[src/hdl/protected_zone_table_macros.svh]
// Assertion macros shared by the protected zone table RTL.
// No dependencies; included inside module bodies that use clk and rst.
`ifndef PROTECTED_ZONE_TABLE_MACROS_SVH
`define PROTECTED_ZONE_TABLE_MACROS_SVH

// same-cycle implication, disabled during reset
`define PZT_ASSERT_IMPL(label, ante, cons) \
  label: assert property (@(posedge clk) disable iff (rst) (ante) |-> (cons)) \
    else $error("pzt assertion failed");

// next-cycle implication, disabled during reset
`define PZT_ASSERT_NEXT(label, ante, cons) \
  label: assert property (@(posedge clk) disable iff (rst) (ante) |=> (cons)) \
    else $error("pzt assertion failed");

`endif

[src/hdl/pzt_pkg.sv]
// Package for the protected zone table: table size, command and status codes,
// request, entry and compare-result types. No dependencies.
`default_nettype none

package pzt_pkg;

  localparam int ZONES = 8;
  localparam int IDX_W = (ZONES > 1) ? $clog2(ZONES) : 1;

  localparam logic [1:0] CMD_PROTECT   = 2'd0;
  localparam logic [1:0] CMD_UNPROTECT = 2'd1;
  localparam logic [1:0] CMD_QUERY     = 2'd2;

  localparam logic [1:0] ST_OK        = 2'd0;
  localparam logic [1:0] ST_FULL      = 2'd1;
  localparam logic [1:0] ST_NOT_FOUND = 2'd2;

  typedef struct packed {
    logic [1:0]  cmd;
    logic [15:0] space_id;
    logic [31:0] address;
    logic [31:0] zone_size;
  } req_t;

  typedef struct packed {
    logic        used;
    logic [15:0] space_id;
    logic [31:0] start;
    logic [31:0] length;
  } entry_t;

  typedef struct packed {
    logic free;   // entry unused
    logic exact;  // used, same space, start and length
    logic hit;    // used, same space, address inside the zone
  } cmp_t;

endpackage

`default_nettype wire

[src/hdl/pzt_cmp.sv]
// Shared compare unit: checks one table entry against the current request.
// Depends on pzt_pkg.
`default_nettype none

module pzt_cmp (
  input  pzt_pkg::entry_t ent,
  input  pzt_pkg::req_t   req,
  output pzt_pkg::cmp_t   res
);
  import pzt_pkg::*;

  logic        same_space;
  logic [32:0] zone_end;

  assign same_space = ent.used && (ent.space_id == req.space_id);
  // end bound in 33 bits so a zone never wraps
  assign zone_end   = {1'b0, ent.start} + {1'b0, ent.length};

  assign res.free  = !ent.used;
  assign res.exact = same_space && (ent.start == req.address) &&
                     (ent.length == req.zone_size);
  assign res.hit   = same_space && (req.address >= ent.start) &&
                     ({1'b0, req.address} < zone_end);

endmodule

`default_nettype wire

[src/hdl/protected_zone_table.sv]
// After a request is accepted, the compare unit checks one table entry per
// cycle and the scan stops at the first free/matching entry or the last entry.
// A new request is taken only after the result is registered: the single compare
// unit walks the table one entry a cycle; s_tready is low while a scan runs.
// Reset (rst, synchronous) clears all used flags together; no clearing pass.
`default_nettype none

module protected_zone_table (
  input  wire logic        clk,
  input  wire logic        rst,
  input  wire logic        s_tvalid,
  output logic             s_tready,
  input  wire logic [79:0] s_tdata,   // space_id[15:0], address[47:16], zone_size[79:48]
  input  wire logic [1:0]  s_tuser,   // cmd[1:0]
  output logic             m_tvalid,
  input  wire logic        m_tready,
  output logic [7:0]       m_tdata    // status[1:0], is_protected[2], zero pad[7:3]
);
  import pzt_pkg::*;

  localparam logic S_IDLE = 1'b0;
  localparam logic S_SCAN = 1'b1;

  logic             state;
  logic [IDX_W-1:0] idx;
  req_t             req;

  logic [ZONES-1:0] used;
  logic [15:0]      ent_space [ZONES];
  logic [31:0]      ent_start [ZONES];
  logic [31:0]      ent_len   [ZONES];

  logic [1:0] out_status;
  logic       out_prot;

  entry_t ent;
  cmp_t   cmp;
  logic   last, found, done, out_free, finish;
  logic [1:0] res_status;
  logic       res_prot;

  assign s_tready = (state == S_IDLE);
  assign m_tdata  = {5'b0, out_prot, out_status};
  assign out_free = !m_tvalid || m_tready;

  assign ent = '{used: used[idx], space_id: ent_space[idx],
                 start: ent_start[idx], length: ent_len[idx]};

  pzt_cmp u_cmp (
    .ent (ent),
    .req (req),
    .res (cmp)
  );

  assign last = (idx == IDX_W'(ZONES - 1));

  always_comb begin
    found      = 1'b0;
    res_status = ST_OK;
    res_prot   = 1'b0;
    case (req.cmd)
      CMD_PROTECT: begin
        found      = cmp.free;
        res_status = found ? ST_OK : ST_FULL;
      end
      CMD_UNPROTECT: begin
        found      = cmp.exact;
        res_status = found ? ST_OK : ST_NOT_FOUND;
      end
      CMD_QUERY: begin
        found    = cmp.hit;
        res_prot = found;
      end
      default: begin
        found = 1'b1;  // unused command: no-op, ok
      end
    endcase
    done = found || last;
  end

  // stalls on the current entry while the output register is occupied
  assign finish = (state == S_SCAN) && done && out_free;

  always_ff @(posedge clk) begin
    if (rst) begin
      state    <= S_IDLE;
      idx      <= '0;
      used     <= '0;
      m_tvalid <= 1'b0;
    end else begin
      if (m_tvalid && m_tready && !finish) begin
        m_tvalid <= 1'b0;
      end
      case (state)
        S_IDLE: begin
          if (s_tvalid) begin
            req   <= '{cmd: s_tuser, space_id: s_tdata[15:0],
                       address: s_tdata[47:16], zone_size: s_tdata[79:48]};
            idx   <= '0;
            state <= S_SCAN;
          end
        end
        S_SCAN: begin
          if (finish) begin
            m_tvalid   <= 1'b1;
            out_status <= res_status;
            out_prot   <= res_prot;
            state      <= S_IDLE;
            if (found && req.cmd == CMD_PROTECT) begin
              used[idx] <= 1'b1;
            end
            if (found && req.cmd == CMD_UNPROTECT) begin
              used[idx] <= 1'b0;
            end
          end else if (!done) begin
            idx <= idx + 1'b1;
          end
        end
        default: state <= S_IDLE;
      endcase
    end
  end

  // entry payload: no reset, only read while the used flag is set
  always_ff @(posedge clk) begin
    if (finish && found && req.cmd == CMD_PROTECT) begin
      ent_space[idx] <= req.space_id;
      ent_start[idx] <= req.address;
      ent_len[idx]   <= req.zone_size;
    end
  end

`include "protected_zone_table_macros.svh"

  `PZT_ASSERT_NEXT(a_protect_marks_used, finish && found && req.cmd == CMD_PROTECT, used[$past(idx)])
  `PZT_ASSERT_NEXT(a_unprotect_clears, finish && found && req.cmd == CMD_UNPROTECT, !used[$past(idx)])
  `PZT_ASSERT_IMPL(a_full_only_when_full, finish && res_status == ST_FULL, &used)
  `PZT_ASSERT_IMPL(a_prot_only_on_query, finish && res_prot, req.cmd == CMD_QUERY && res_status == ST_OK)

endmodule

`default_nettype wire
[config.mk]
export PLATFORM = sky130hd
export DESIGN_NAME = protected_zone_table
export DESIGN_NICKNAME = d
export VERILOG_FILES = /design/src/hdl/pzt_pkg.sv /design/src/hdl/pzt_cmp.sv /design/src/hdl/protected_zone_table.sv
export VERILOG_INCLUDE_DIRS = /design/src /design/src/hdl
export SDC_FILE = /design/constraint.sdc
export NUM_CORES = 1
export LEC_CHECK = 0
export BUFFER_PORTS_ARGS = -buffer_cell sky130_fd_sc_hd__buf_2
export CAP_MARGIN = 40
export CORE_ASPECT_RATIO = 2
export CORE_MARGIN = 1
export CORE_UTILIZATION = 65
export CTS_BUF_LIST = sky130_fd_sc_hd__clkbuf_4
export DETAILED_ROUTE_END_ITERATION = 10
export PLACE_DENSITY_LB_ADDON = 0.25
export SLEW_MARGIN = 20
export SYNTH_ARGS = -nofsm -noshare
export SYNTH_HDL_FRONTEND = slang
export SYNTH_HIERARCHICAL = 1
export SYNTH_SLANG_ARGS = --single-unit
[constraint.sdc]
create_clock -name clk -period 22.3 [get_ports clk]
set_input_delay 3.345 -clock clk [delete_from_list [all_inputs] [get_ports clk]]
set_output_delay 3.345 -clock clk [all_outputs]
set_load 0.03 [all_outputs]
==> metrics.cfg <==
[run_status]
status=finished clean

[setup_path]
cp_max_fo=45
critPathMaxStageDelay_ps=830
cp_slowest_cell=and4_4
r2r_setup_slack_ps=12800
rr_worst_depth=22
arrival_ps=9990
cp-start-kind=register
critPathKind=register to register
crit_required_ps=22790
crit_top_cell=buf_4
reg2reg_to=ent_start[2][8]
endpoint_kind=register
path_cells=buf_4, buf_4, mux4_2, mux2_2, ha_1, o21ai_0, a21oi_1, and3_1, o211ai_2, a2111oi_4, o21a_2, nor4b_1, nand3b_1, ha_1, nor2b_1, a2111oi_0, o21ai_0, a221oi_2, mux2i_1, a21oi_1, and4_4, buf_4

[layout]
area_growth_pct=10.6
fill_cells=2792
fin_nets=2010
drive_above_1_share_pct=31.8
stdcell_area_sq_um=34400

[clock_tree]
cts-resized-gates=0
cts_max_path_buffers=3
cts_sinks=741
cts_tree=done
clock-root-buffer=clkbuf_4
ctsHtreeMaxLevel=4
postCtsSetupRepairBufs=0
holdBufCountCts=0
clkTransAtPathRegs_ps=70
cts_inserted_buffers=152
clkLatencyLatePin_ps=910

[min_path]
whs_path_depth=1
hold_class=register to register
worstHoldStart=used[2]
min_to=used[2]

[synth]
syn_avg_cell_area_sq_um=19.3
yosys_warnings=6
netlist_instances=1611
synthFlopType=edfxtp_1
ys_ff_latch=741
synth_cell_types=70
syn-cell-area_sq_um=31100
synthArstFlopShare_pct=0
ys_seq_area_share_pct=71.0
synth_edf_count=725

[power_and_ir_drop]
power.share.clock_pct=37.0
seqPwrFrac_pct=57.2
peakVddDrop_mv=0.0516
cell_internal_pwr_mw=2.12
p_leak_nw=11.4
power_density_nw_per_um2=78.9
comb_power_share_pct=5.8
p_switching_mw=0.596
sw_frac_of_total_pct=21.9

[placed_design]
port_buffers=90
hpwlAfterDp_um=40400
globalplace.congestion=0.919
dpl-instance-area_sq_um=32300

[sta]
rsz0062_at_grt=no
worstMarginPinSlew_ps=823
min_period_over_period_pct=42.6
max_freq_mhz=105
skew_ps=55.8
fin_setup_tns_ps=0
finalSetupViolations=0
period_needed_ps=9500
maxSlewViolCount=0
slew_headroom_pct=45.1
finalHoldViolCount=0

[route]
drtIter0Drc=1219
viasPerCell=6.29
wire_per_inst_um=25.9
dr.pass1.iters=6
vias=16134
detail-route-antenna-nets=0
drc_errors=0
wirelength_um=66400

[floorplanning]
rows=113
core_area_sq_um=47400
die_h_um=311
io_pins=96
die-area_sq_um=48800
die_width_um=157
initial_utilization_pct=65.7

[global_routing]
antenna_found_initial=3
grt_max_degree=57
gr-usage-all-layers_pct=28.8
grt-ovfl-total=0
grt_pass1_vias=17368
grt_pass1_wl_um=100000

[flow_run]
cap_violations=0

[layout make-up]
| type | count | area, sq um | area share, % |
|---|---|---|---|
| Inverter | 50 | 190 | 0.553 |
| Sequential cell | 741 | 22100 | 64.3 |
| Antenna cell | 2 | 5.00 | 0.0146 |
| Multi-Input combinational cell | 764 | 8590 | 25.0 |
| Timing Repair Buffer | 117 | 748 | 2.18 |
| Clock buffer | 207 | 1550 | 4.52 |
| Clock inverter | 51 | 412 | 1.20 |
| Tap cell | 632 | 791 | 2.30 |
[flip-flops by register name, summed over array words and instances, names as in the netlist, named ones only]
register	flops
ent_len	256
ent_start	256
ent_space	128
req	82
used	8
idx	3
out_status	2
m_tvalid	1
out_prot	1
state	1
[through the flow]
step	hold WS [ps]	worst slack, ps	total power, mW	instances	util [%]
CTS	481	12720	2.74	2557	72.4
detailed placement	462	12710	1.74	2299	68.3
global route	488	12220	2.81	2564	72.6
finish	477	12800	2.72	2564	72.6
global placement	453	12390	1.73	2297	68.1
floorplan	439	8390	1.69	1615	-
[synth_stat cells, drive strengths merged (3+ instances only)]
master,n,area (sq um)
mux2i,3,30.0
and4,6,52.6
xnor2,62,543
nor4b,3,41.3
o21ai,37,189
nand4,19,125
a21o,26,196
nor2,33,124
mux4,160,3600
nor3b,3,22.5
clkbuf,23,86.3
or3,4,26.3
and3,4,25.0
a211o,4,37.5
a31oi,6,37.5
nor4,10,62.6
edfxtp,725,21800
buf,37,200
o21a,13,98.9
dfxtp,16,320
a221oi,3,38.8
inv,50,188
o211ai,4,35.0
nor2b,9,56.3
nand2b,11,68.8
a41oi,4,35.0
nand2,36,135
ha,97,1210
nor3,9,45.0
or4,3,26.3
o21bai,9,67.6
a2111oi,5,62.6
xor2,8,70.1
mux2,82,923
nand3,7,35.0
a211oi,9,72.6
a21oi,50,250
[per-layer routing]
layer | track usage, % | part of all wire, %
met1 | 32.8 | 36
met2 | 51.3 | 55
met3 | 4.58 | 4.3
met4 | 15.8 | 4.8
met5 | 0 | 0
[cells by family (layout without fill, tap and decap cells)]
logic type / Yosys count / in the layout / share of synthesized area (%)
flops: 741 / 741 / 71.0
mux: 245 / 245 / 14.6
compound gates: 181 / 181 / 3.94
simple gates: 165 / 165 / 2.92
buf+inv: 110 / 425 / 1.52
fa+ha+maj: 98 / 98 / 3.97
xor+xnor: 70 / 70 / 1.97
other cells: 1 / 7 / 0.0121
[worst max-delay path by stage]
| stage | slack [ps] | to | start | cells after the start |
|---|---|---|---|---|
| global route | 12220 | ent_start[2][8] | register | 24 |
| floorplan | 8390 | ent_len[5][0] | register | 26 |
| finish | 12800 | ent_start[2][8] | register | 22 |
| CTS | 12720 | ent_start[1][8] | register | 22 |
| detailed placement | 12710 | ent_len[1][24] | register | 23 |
| global placement | 12390 | ent_start[2][24] | register | 23 |
[critical path, delay by kind of cell (launching register included)]
family                   cells  cell delay [ps]
AO/OA/AOI/OAI                9             3290
buffers and inverters        3             1800
AND/OR/NAND/NOR              5             1420
multiplexers                 3             1050
flip-flops                   1              730
adder cells (fa/ha/maj)      2              680
[placed cells by master (no fill, tap or decap), types with 20 or more instances in the layout]
master / instances
clkinv_1: 32
nand2_1: 36
clkbuf_4: 207
ha_1: 97
o21ai_0: 33
a21o_1: 25
edfxtp_1: 725
nor2_1: 33
mux4_2: 160
buf_2: 90
xnor2_1: 62
buf_4: 20
inv_1: 49
a21oi_1: 50
mux2_2: 82
[power groups by stage]
stage,Clock [mW],Sequential [mW],Combinational (mW)
CTS,1.03,1.55,0.157
global route,1.09,1.55,0.172
detailed placement,0,1.58,0.156
finish,1.00,1.55,0.158
global placement,0,1.58,0.151
floorplan,0,1.57,0.114
Power figures use the tool's default switching activity.
